[config.mk]
export PLATFORM = sky130hd
export DESIGN_NAME = rgb_to_hsv_top
export DESIGN_NICKNAME = d
export VERILOG_FILES = /design/src/r2h_pkg.sv /design/src/r2h_front.sv /design/src/r2h_queue.sv /design/src/r2h_div.sv /design/src/r2h_back.sv /design/src/rgb_to_hsv_top.sv
export SDC_FILE = /design/constraint.sdc
export NUM_CORES = 2
export LEC_CHECK = 0
export ABC_AREA = 0
export ABC_CLOCK_PERIOD_IN_PS = 57200
export BUFFER_PORTS_ARGS = -buffer_cell sky130_fd_sc_hd__buf_2
export CORE_MARGIN = 1
export CORE_UTILIZATION = 38
export CTS_BUF_LIST = sky130_fd_sc_hd__clkbuf_8
export DETAILED_ROUTE_END_ITERATION = 10
export PLACE_DENSITY = 0.51
export SLEW_MARGIN = 25
export SYNTH_ARGS = -nofsm -noshare
export SYNTH_HDL_FRONTEND = slang
export SYNTH_HIERARCHICAL = 1
export SYNTH_SLANG_ARGS = --single-unit
[constraint.sdc]
create_clock -name clk -period 57.2 [get_ports clk]
set_input_delay 0 -clock clk [delete_from_list [all_inputs] [get_ports clk]]
set_output_delay 0 -clock clk [all_outputs]
set_load 0.02 [all_outputs]
[src/r2h_pkg.sv]
// Shared types and constants of the RGB to HSV converter.
`default_nettype none

package r2h_pkg;

  // Result field widths, fixed whatever the channel width.
  localparam int HUE_BITS = 15;
  localparam int SAT_BITS = 13;

  // Quotient bits produced by each divider, one per pipeline stage.
  localparam int QUOT_BITS = 13;

  // Saturation is scaled by 2**SAT_FRAC_BITS before the divide.
  localparam int SAT_FRAC_BITS = 12;

  // Hue in degrees times 64: one 60-degree sector and the full circle.
  localparam int HUE_SECTOR = 3840;
  localparam int HUE_FULL = 23040;

  // Depth of the queue between front and back.
  localparam int QUEUE_DEPTH = 2;

  // Which channel holds the maximum; red wins ties, then green.
  typedef enum logic [1:0] {
    SEC_RED   = 2'd0,
    SEC_GREEN = 2'd1,
    SEC_BLUE  = 2'd2
  } r2h_sector_t;

  // Classification of one pixel, handed from front to back.
  typedef struct packed {
    r2h_sector_t sector;
    logic        neg;
    logic        grey;
  } r2h_class_t;

endpackage

`default_nettype wire

[src/r2h_front.sv]
// Front end: finds max, min, delta and the hue sector of one pixel.
`default_nettype none

module r2h_front
  import r2h_pkg::*;
#(
  parameter int CHANNEL_BITS = 8
) (
  input  wire logic [CHANNEL_BITS-1:0] red,
  input  wire logic [CHANNEL_BITS-1:0] green,
  input  wire logic [CHANNEL_BITS-1:0] blue,
  output logic      [CHANNEL_BITS-1:0] max_val,
  output logic      [CHANNEL_BITS-1:0] delta,
  output logic      [CHANNEL_BITS-1:0] diff_mag,
  output r2h_class_t                   cls
);

  logic [CHANNEL_BITS-1:0] min_val;
  logic [CHANNEL_BITS-1:0] op_a;
  logic [CHANNEL_BITS-1:0] op_b;
  r2h_sector_t             sector;
  logic                    neg;

  // Pick the largest channel and the pair whose difference sets the hue.
  always_comb begin
    if (red >= green && red >= blue) begin
      max_val = red;
      sector  = SEC_RED;
      op_a    = green;
      op_b    = blue;
    end else if (green >= blue) begin
      max_val = green;
      sector  = SEC_GREEN;
      op_a    = blue;
      op_b    = red;
    end else begin
      max_val = blue;
      sector  = SEC_BLUE;
      op_a    = red;
      op_b    = green;
    end
  end

  // Smallest channel.
  always_comb begin
    min_val = (red < green) ? red : green;
    if (blue < min_val) begin
      min_val = blue;
    end
  end

  // Spread, sign and magnitude of the hue difference.
  assign delta    = max_val - min_val;
  assign neg      = (op_a < op_b);
  assign diff_mag = neg ? (op_b - op_a) : (op_a - op_b);
  assign cls      = '{sector: sector, neg: neg, grey: (delta == '0)};

endmodule

`default_nettype wire

[src/r2h_queue.sv]
// Short first-in first-out queue between front and back.
`default_nettype none

module r2h_queue
  import r2h_pkg::*;
#(
  parameter int WIDTH = 8
) (
  input  wire logic             clk,
  input  wire logic             rst_n,
  input  wire logic             wr_valid,
  output logic                  wr_ready,
  input  wire logic [WIDTH-1:0] wr_data,
  output logic                  rd_valid,
  input  wire logic             rd_ready,
  output logic      [WIDTH-1:0] rd_data
);

  localparam int PTR_BITS = (QUEUE_DEPTH > 1) ? $clog2(QUEUE_DEPTH) : 1;
  localparam int CNT_BITS = $clog2(QUEUE_DEPTH + 1);

  logic [WIDTH-1:0]    mem [QUEUE_DEPTH];
  logic [PTR_BITS-1:0] wr_ptr_r;
  logic [PTR_BITS-1:0] wr_ptr_nxt;
  logic [PTR_BITS-1:0] rd_ptr_r;
  logic [PTR_BITS-1:0] rd_ptr_nxt;
  logic [CNT_BITS-1:0] count_r;
  logic [CNT_BITS-1:0] count_nxt;
  logic                push;
  logic                pop;

  assign wr_ready = (count_r != CNT_BITS'(QUEUE_DEPTH));
  assign rd_valid = (count_r != '0);
  assign push     = wr_valid && wr_ready;
  assign pop      = rd_valid && rd_ready;
  assign rd_data  = mem[rd_ptr_r];

  // Pointer and fill count updates, wrapping at the queue depth.
  always_comb begin
    wr_ptr_nxt = wr_ptr_r;
    rd_ptr_nxt = rd_ptr_r;
    count_nxt  = count_r;
    if (push) begin
      wr_ptr_nxt = (wr_ptr_r == PTR_BITS'(QUEUE_DEPTH - 1)) ? '0 : wr_ptr_r + 1'b1;
    end
    if (pop) begin
      rd_ptr_nxt = (rd_ptr_r == PTR_BITS'(QUEUE_DEPTH - 1)) ? '0 : rd_ptr_r + 1'b1;
    end
    if (push && !pop) begin
      count_nxt = count_r + 1'b1;
    end else if (pop && !push) begin
      count_nxt = count_r - 1'b1;
    end
  end

  always_ff @(posedge clk) begin
    if (!rst_n) begin
      wr_ptr_r <= '0;
      rd_ptr_r <= '0;
      count_r  <= '0;
    end else begin
      wr_ptr_r <= wr_ptr_nxt;
      rd_ptr_r <= rd_ptr_nxt;
      count_r  <= count_nxt;
    end
  end

  // Storage; entries need no reset as the count guards every read.
  always_ff @(posedge clk) begin
    if (push) begin
      mem[wr_ptr_r] <= wr_data;
    end
  end

`ifndef SYNTHESIS
  // The fill count never passes the depth.
  a_count_bound: assert property (@(posedge clk) disable iff (!rst_n)
    count_r <= CNT_BITS'(QUEUE_DEPTH))
    else $error("queue count beyond depth");

  // A word pushed into an empty queue is offered at the read side next cycle.
  a_push_empty: assert property (@(posedge clk) disable iff (!rst_n)
    (push && count_r == '0) |=> (rd_valid && rd_data == $past(wr_data)))
    else $error("queue lost a word written while empty");
`endif

endmodule

`default_nettype wire

[src/r2h_div.sv]
// Pipelined restoring divider, one quotient bit per stage.
`default_nettype none

module r2h_div #(
  parameter int DW = 8,
  parameter int QW = 13
) (
  input  wire logic             clk,
  input  wire logic             en,
  input  wire logic [DW+QW-2:0] num,
  input  wire logic [DW-1:0]    den,
  output logic      [QW-1:0]    quot
);

  // The numerator must stay below den * 2**QW, so its top part is
  // already a valid partial remainder.
  logic [DW-1:0] src_rem [QW];
  logic [QW-1:0] src_lo  [QW];
  logic [QW-1:0] src_quo [QW];
  logic [DW-1:0] src_den [QW];
  logic [DW-1:0] rem_r   [QW];
  logic [QW-1:0] lo_r    [QW];
  logic [QW-1:0] quo_r   [QW];
  logic [DW-1:0] den_r   [QW];

  for (genvar s = 0; s < QW; s++) begin : g_stage
    logic [DW:0] trial;
    logic [DW:0] sub;
    logic        take;

    // Stage input: the operands for the first stage, the previous stage after.
    if (s == 0) begin : g_first
      assign src_rem[s] = {1'b0, num[DW+QW-2:QW]};
      assign src_lo[s]  = num[QW-1:0];
      assign src_quo[s] = '0;
      assign src_den[s] = den;
    end else begin : g_next
      assign src_rem[s] = rem_r[s-1];
      assign src_lo[s]  = lo_r[s-1];
      assign src_quo[s] = quo_r[s-1];
      assign src_den[s] = den_r[s-1];
    end

    // Shift in the next numerator bit and subtract where the divisor fits.
    assign trial = {src_rem[s], src_lo[s][QW-1]};
    assign sub   = trial - {1'b0, src_den[s]};
    assign take  = (trial >= {1'b0, src_den[s]});

    always_ff @(posedge clk) begin
      if (en) begin
        rem_r[s] <= take ? sub[DW-1:0] : trial[DW-1:0];
        lo_r[s]  <= {src_lo[s][QW-2:0], 1'b0};
        quo_r[s] <= {src_quo[s][QW-2:0], take};
        den_r[s] <= src_den[s];
      end
    end
  end

  assign quot = quo_r[QW-1];

endmodule

`default_nettype wire

[src/r2h_back.sv]
// Back end: saturation and hue dividers, hue assembly and output register.
`default_nettype none

module r2h_back
  import r2h_pkg::*;
#(
  parameter int CHANNEL_BITS = 8
) (
  input  wire logic                    clk,
  input  wire logic                    rst_n,
  input  wire logic                    in_valid,
  output logic                         in_ready,
  input  wire logic [CHANNEL_BITS-1:0] in_value,
  input  wire logic [CHANNEL_BITS-1:0] in_delta,
  input  wire logic [CHANNEL_BITS-1:0] in_diff,
  input  wire r2h_class_t              in_cls,
  output logic                         out_valid,
  input  wire logic                    out_ready,
  output logic      [HUE_BITS-1:0]     out_hue,
  output logic      [SAT_BITS-1:0]     out_saturation,
  output logic      [CHANNEL_BITS-1:0] out_value
);

  localparam int NUM_BITS = CHANNEL_BITS + QUOT_BITS - 1;
  localparam int LAST     = QUOT_BITS - 1;
  localparam int HW       = HUE_BITS + 1;

  logic                    advance;
  logic [NUM_BITS-1:0]     sat_num;
  logic [NUM_BITS-1:0]     hue_num;
  logic [NUM_BITS-1:0]     diff_ext;
  logic [QUOT_BITS-1:0]    sat_quot;
  logic [QUOT_BITS-1:0]    hue_quot;
  logic                    vld_r   [QUOT_BITS];
  logic [CHANNEL_BITS-1:0] value_r [QUOT_BITS];
  r2h_class_t              cls_r   [QUOT_BITS];
  logic [HW-1:0]           offset;
  logic [HW-1:0]           frac;
  logic [HW-1:0]           hue_w;
  logic [SAT_BITS-1:0]     sat_w;
  logic                    out_valid_r;
  logic [HUE_BITS-1:0]     out_hue_r;
  logic [SAT_BITS-1:0]     out_sat_r;
  logic [CHANNEL_BITS-1:0] out_value_r;

  // The whole pipeline moves whenever the output register can take a word.
  assign advance  = !out_valid_r || out_ready;
  assign in_ready = advance;

  // Numerators: delta scaled to Q8.12 for 8-bit channels, and the difference times one sector.
  assign sat_num  = {in_delta, {SAT_FRAC_BITS{1'b0}}};
  assign diff_ext = NUM_BITS'(in_diff);
  assign hue_num  = (diff_ext << 12) - (diff_ext << 8);

  r2h_div #(
    .DW (CHANNEL_BITS),
    .QW (QUOT_BITS)
  ) u_sat_div (
    .clk  (clk),
    .en   (advance),
    .num  (sat_num),
    .den  (in_value),
    .quot (sat_quot)
  );

  r2h_div #(
    .DW (CHANNEL_BITS),
    .QW (QUOT_BITS)
  ) u_hue_div (
    .clk  (clk),
    .en   (advance),
    .num  (hue_num),
    .den  (in_delta),
    .quot (hue_quot)
  );

  // Valid bits and side information travel alongside the divider stages.
  for (genvar s = 0; s < QUOT_BITS; s++) begin : g_side
    always_ff @(posedge clk) begin
      if (!rst_n) begin
        vld_r[s] <= 1'b0;
      end else if (advance) begin
        vld_r[s] <= (s == 0) ? in_valid : vld_r[(s == 0) ? 0 : s-1];
      end
    end

    always_ff @(posedge clk) begin
      if (advance) begin
        if (s == 0) begin
          value_r[s] <= in_value;
          cls_r[s]   <= in_cls;
        end else begin
          value_r[s] <= value_r[(s == 0) ? 0 : s-1];
          cls_r[s]   <= cls_r[(s == 0) ? 0 : s-1];
        end
      end
    end
  end

  // Sector offset in degrees times 64.
  always_comb begin
    unique case (cls_r[LAST].sector)
      SEC_RED:   offset = '0;
      SEC_GREEN: offset = HW'(2 * HUE_SECTOR);
      SEC_BLUE:  offset = HW'(4 * HUE_SECTOR);
      default:   offset = '0;
    endcase
  end

  // Hue: offset plus signed fraction, wrapped into one full circle.
  assign frac = HW'(hue_quot);

  always_comb begin
    if (cls_r[LAST].grey) begin
      hue_w = '0;
      sat_w = '0;
    end else begin
      sat_w = SAT_BITS'(sat_quot);
      if (!cls_r[LAST].neg) begin
        hue_w = offset + frac;
      end else if (offset >= frac) begin
        hue_w = offset - frac;
      end else begin
        hue_w = offset + HW'(HUE_FULL) - frac;
      end
    end
  end

  // Output register.
  always_ff @(posedge clk) begin
    if (!rst_n) begin
      out_valid_r <= 1'b0;
    end else if (advance) begin
      out_valid_r <= vld_r[LAST];
    end
  end

  always_ff @(posedge clk) begin
    if (advance && vld_r[LAST]) begin
      out_hue_r   <= hue_w[HUE_BITS-1:0];
      out_sat_r   <= sat_w;
      out_value_r <= value_r[LAST];
    end
  end

  assign out_valid      = out_valid_r;
  assign out_hue        = out_hue_r;
  assign out_saturation = out_sat_r;
  assign out_value      = out_value_r;

`ifndef SYNTHESIS
  // A grey pixel leaves with zero hue and zero saturation.
  a_grey_zero: assert property (@(posedge clk) disable iff (!rst_n)
    (advance && vld_r[LAST] && cls_r[LAST].grey)
      |=> (out_hue == '0 && out_saturation == '0))
    else $error("grey pixel with non-zero hue or saturation");

  // Hue stays inside one full circle.
  a_hue_range: assert property (@(posedge clk) disable iff (!rst_n)
    out_valid |-> (out_hue < HUE_BITS'(HUE_FULL)))
    else $error("hue out of range");

  // Saturation never exceeds one.
  a_sat_range: assert property (@(posedge clk) disable iff (!rst_n)
    out_valid |-> (out_saturation <= SAT_BITS'(1 << SAT_FRAC_BITS)))
    else $error("saturation above one");

  // A waiting result holds while the consumer stalls.
  a_out_hold: assert property (@(posedge clk) disable iff (!rst_n)
    (out_valid && !out_ready) |=> (out_valid && $stable(out_hue)
      && $stable(out_saturation) && $stable(out_value)))
    else $error("stalled result changed");
`endif

endmodule

`default_nettype wire

[src/rgb_to_hsv_top.sv]
// Top level of the RGB to HSV converter: front end, queue and back end.
`default_nettype none

// Converts one RGB pixel per clock into hue (degrees times 64, 0 to 23039),
// saturation (unsigned Q1.12, 4096 is 1.0) and value (the largest channel).
// The sustained rate is one pixel per cycle while the consumer takes results.
// A pixel passes in order through the two-word queue behind the classifying
// front end, which is written at the accepting edge and feeds the back end
// directly, the thirteen stages of the restoring dividers, which produce one
// quotient bit per stage, and the output register. The queue lets the input
// side keep accepting for two words while the back end is stalled. No state
// needs clearing after reset beyond the control registers.
module rgb_to_hsv_top
  import r2h_pkg::*;
#(
  parameter int CHANNEL_BITS = 8
) (
  input  wire logic                    clk,
  input  wire logic                    rst_n,
  input  wire logic                    in_valid,
  output logic                         in_ready,
  input  wire logic [CHANNEL_BITS-1:0] in_red,
  input  wire logic [CHANNEL_BITS-1:0] in_green,
  input  wire logic [CHANNEL_BITS-1:0] in_blue,
  output logic                         out_valid,
  input  wire logic                    out_ready,
  output logic      [HUE_BITS-1:0]     out_hue,
  output logic      [SAT_BITS-1:0]     out_saturation,
  output logic      [CHANNEL_BITS-1:0] out_value
);

  localparam int CLS_BITS = $bits(r2h_class_t);
  localparam int Q_WIDTH  = 3 * CHANNEL_BITS + CLS_BITS;

  logic [CHANNEL_BITS-1:0] f_max;
  logic [CHANNEL_BITS-1:0] f_delta;
  logic [CHANNEL_BITS-1:0] f_diff;
  r2h_class_t              f_cls;
  logic [Q_WIDTH-1:0]      q_wr_data;
  logic [Q_WIDTH-1:0]      q_rd_data;
  logic                    q_rd_valid;
  logic                    q_rd_ready;
  logic [CHANNEL_BITS-1:0] b_value;
  logic [CHANNEL_BITS-1:0] b_delta;
  logic [CHANNEL_BITS-1:0] b_diff;
  r2h_class_t              b_cls;

  r2h_front #(
    .CHANNEL_BITS (CHANNEL_BITS)
  ) u_front (
    .red      (in_red),
    .green    (in_green),
    .blue     (in_blue),
    .max_val  (f_max),
    .delta    (f_delta),
    .diff_mag (f_diff),
    .cls      (f_cls)
  );

  // Pack the classified pixel into one queue word.
  assign q_wr_data = {f_max, f_delta, f_diff, f_cls};

  r2h_queue #(
    .WIDTH (Q_WIDTH)
  ) u_queue (
    .clk      (clk),
    .rst_n    (rst_n),
    .wr_valid (in_valid),
    .wr_ready (in_ready),
    .wr_data  (q_wr_data),
    .rd_valid (q_rd_valid),
    .rd_ready (q_rd_ready),
    .rd_data  (q_rd_data)
  );

  assign {b_value, b_delta, b_diff, b_cls} = q_rd_data;

  r2h_back #(
    .CHANNEL_BITS (CHANNEL_BITS)
  ) u_back (
    .clk            (clk),
    .rst_n          (rst_n),
    .in_valid       (q_rd_valid),
    .in_ready       (q_rd_ready),
    .in_value       (b_value),
    .in_delta       (b_delta),
    .in_diff        (b_diff),
    .in_cls         (b_cls),
    .out_valid      (out_valid),
    .out_ready      (out_ready),
    .out_hue        (out_hue),
    .out_saturation (out_saturation),
    .out_value      (out_value)
  );

endmodule

`default_nettype wire

==> summary.txt <==
Final WL: 77600 um
Peak supply drop: 22.5 uV
Final Skew: 0.0303 ns
Final period util: 9.38%
Yosys warns: 6
Root buf cell: clkbuf_8
Pleak: 20.7 nW
Top cells by count, synth: 982 x edfxtp_1, 346 x inv_1, 285 x ha_1, 181 x o21ai_0, 160 x nand2_1
Reg clk slew, reported paths: 0.05 ns
Rel. slew slack: 29.0%
Crit path kind: primary input to flip-flop
Avg WL per Cell: 14.7 um
Post-Syn Area: 45900 um^2
Power Density: 63.5 nW/um^2
Post-CTS Resized: 0
Post-synth EDFFs: 982
Setup Viol. Count Final: 0
Post-Synth Adder-Cell Area: 9.13%
Post-synth ARST share: 0%
Setup TNS: 0 ns
Clk buf depth: 3
Placed cell area: 48300 um^2
Vias: 25120
Worst-margin pin slew: 1.06 ns
Post-CTS Hold Buffers: 38
Hpwl dp: 52500 um
CORE AREA: 120000 um^2
Initial antenna violation count: 2
Top_reg_cell synth: edfxtp_1
# Max-Cap Violations: 0
Worst Hold Launch: in_green[1]
Final worst slack: 51.84 ns
Yosys cell types: 95
Die Y: 349 um
#FFs+latches synth: 989
Top-count cell post-synth: edfxtp_1
Initial core utilization: 38.3%
RSZ-0062 raised after global routing: false
Residual DRC: 0
Routability cong.: 0.821
Layout filler cell count: 11101
Port-buffer cells: 65
Largest family of logic cells by synthesized area: compound AO/OA/AOI/OAI gates
Hold crit path type: primary input to flip-flop
Vias in the first global route: 25349
DP Worst Slack: 51.50 ns
Top-Level Pins: 66
GRT Residual Overflow: 0
Synth Area in Compound Gates: 9.68%
Hold Vio Cnt, Final: 0
Cts bufs inserted: 168
Multiplexer share of the synthesized area: 3.99%
Mean area per synthesized cell: 14.1 um^2
Final Cell Area: 51800 um^2
Synth area leader: edfxtp_1
CP endpoint kind: flip-flop
Detailed Route Iter0 Violations: 1253
CP startpoint: in_red[1]
DR pass1 iterations: 5
Power, Total: 3.29 mW
Status: completed
Clock Latency Late Sink: 0.83 ns
Num rows: 127
Layout area overhead: 13.0%
# H-tree levels: 4
Register area share after synthesis: 64.6%
Simple-gate portion of the synthesized area: 7.28%
Nets@finish: 3879
Setup Buffers After CTS: 0
Vias/cell: 4.76
Largest net degree at the start of global routing: 173
Max Clk Rate: 0.186 GHz
First-pass GRT wire length: 127000 um
Worst Path Max Fanout: 15
Die area: 122000 um^2
XOR/XNOR share of the synthesized area: 2.00%
CTS tree: built
Final antenna-violating net count: 0
Die width: 349 um
Share of cells above drive strength 1: 13.2%
Sink Count: 989
Top post-synthesis cells by area: edfxtp_1 64%, ha_1 7.8%, inv_1 2.8%
Req. time, crit path: 57.83 ns
CP arrival: 5.99 ns
Share of the synthesized area in the top cell type: 64.3%
Post-Syn Instances: 3261
Fin. max-slew vios: 0
Gr usage total: 12.8%
Worst Setup Start Kind: primary input
Tmin final: 5.36 ns
==> layout by cell type, fill, tap and decap left out, types with 66 or more instances in the layout <==
cell type	Yosys	final
clkbuf_8	0	169
nor2_1	125	125
buf_2	9	66
nand2_1	160	160
o21ai_0	181	181
a21oi_1	147	147
edfxtp_1	982	982
inv_1	346	402
ha_1	285	285
mux2_2	103	103
==> registers in the layout (all words and copies together) (netlist names), 8 cells and up, named ones only <==
register,flops
u_back/cls_r,52
u_back/out_hue,15
u_back/out_saturation,13
u_back/out_value,8
u_back/u_hue_div/den_r,96
u_back/u_hue_div/lo_r,78
u_back/u_hue_div/quo_r,91
u_back/u_hue_div/rem_r,96
u_back/u_sat_div/den_r,96
u_back/u_sat_div/lo_r,78
u_back/u_sat_div/quo_r,91
u_back/u_sat_div/rem_r,96
u_back/value_r,104
u_back/vld_r,13
u_queue/mem,56
==> metrics by stage <==
step / hold WS [ns] / util [%] / std cells
final: 0.123 / 43.2 / 5278
after global routing: 0.146 / 43.2 / 5278
after CTS: 0.0205 / 43.2 / 5272
after detailed placement: 0.356 / 40.3 / 4934
after global placement: 0.339 / 40.3 / 4934
after floorplan: 0.122 / - / 3280
==> logic make-up (layout without fill, tap and decap cells) <==
family                   after synthesis  after routing
AND/OR/NAND/NOR                      627            627
flip-flops                           989            989
XOR/XNOR                             103            103
adder cells (fa/ha/maj)              316            316
buffers and inverters                391            776
other                                  1             21
multiplexers                         169            169
AO/OA/AOI/OAI                        665            665
==> layer usage <==
metal  vias up  wire (um)  track usage (%)
li1      12718          -                -
met1     11899      34200             15.1
met5         -          0                0
met2       334      38400             22.6
met3       169       2730             2.84
met4         0       2200             5.50
==> path summary, 6_finish.rpt <==
path	end	slack, ns	cells after the start
min reg2reg	u_back/cls_r[0][9]	0.40	0
max reg2reg	u_back/u_hue_div/rem_r[0][3]	52.70	15
max	u_queue/mem[0][0]	51.84	24
min	u_queue/mem[0][13]	0.12	5
==> worst max-delay path: stages <==
cell           delay, ns
dlygate4sd3_1       0.53
buf_2               0.17
ha_1                0.31
nor2b_1             0.13
o211ai_1            0.21
a21oi_1             0.16
nor2_2              0.52
mux2i_1             0.38
ha_1                0.33
a21oi_1             0.17
a21oi_1             0.08
nor2_1              0.20
o21ai_0             0.13
buf_4               0.20
o21ai_0             0.31
ha_1                0.29
nor2b_1             0.12
o21ai_0             0.22
a21boi_0            0.18
nor3_1              0.23
o21bai_1            0.12
a21oi_1             0.16
xor3_1              0.48
nor4_2              0.32
==> report_power, final <==
| part | leakage, nW | switching (mW) | internal (mW) |
|---|---|---|---|
| sequential | 10.2 | 0.115 | 1.19 |
| combinational | 8.71 | 0.756 | 0.644 |
| clock | 1.80 | 0.275 | 0.312 |
==> cell type report <==
type	instances	area (um^2)	area share [%]
flip-flops and latches	989	29600	57.2
multi-input cells	1900	14800	28.6
clock buffers	169	2330	4.49
well taps	1612	2020	3.89
inverters	348	1310	2.54
repair buffers	128	928	1.79
clock inverters	131	807	1.56
diodes	1	2.50	0.00483
Power figures use the tool's default switching activity.
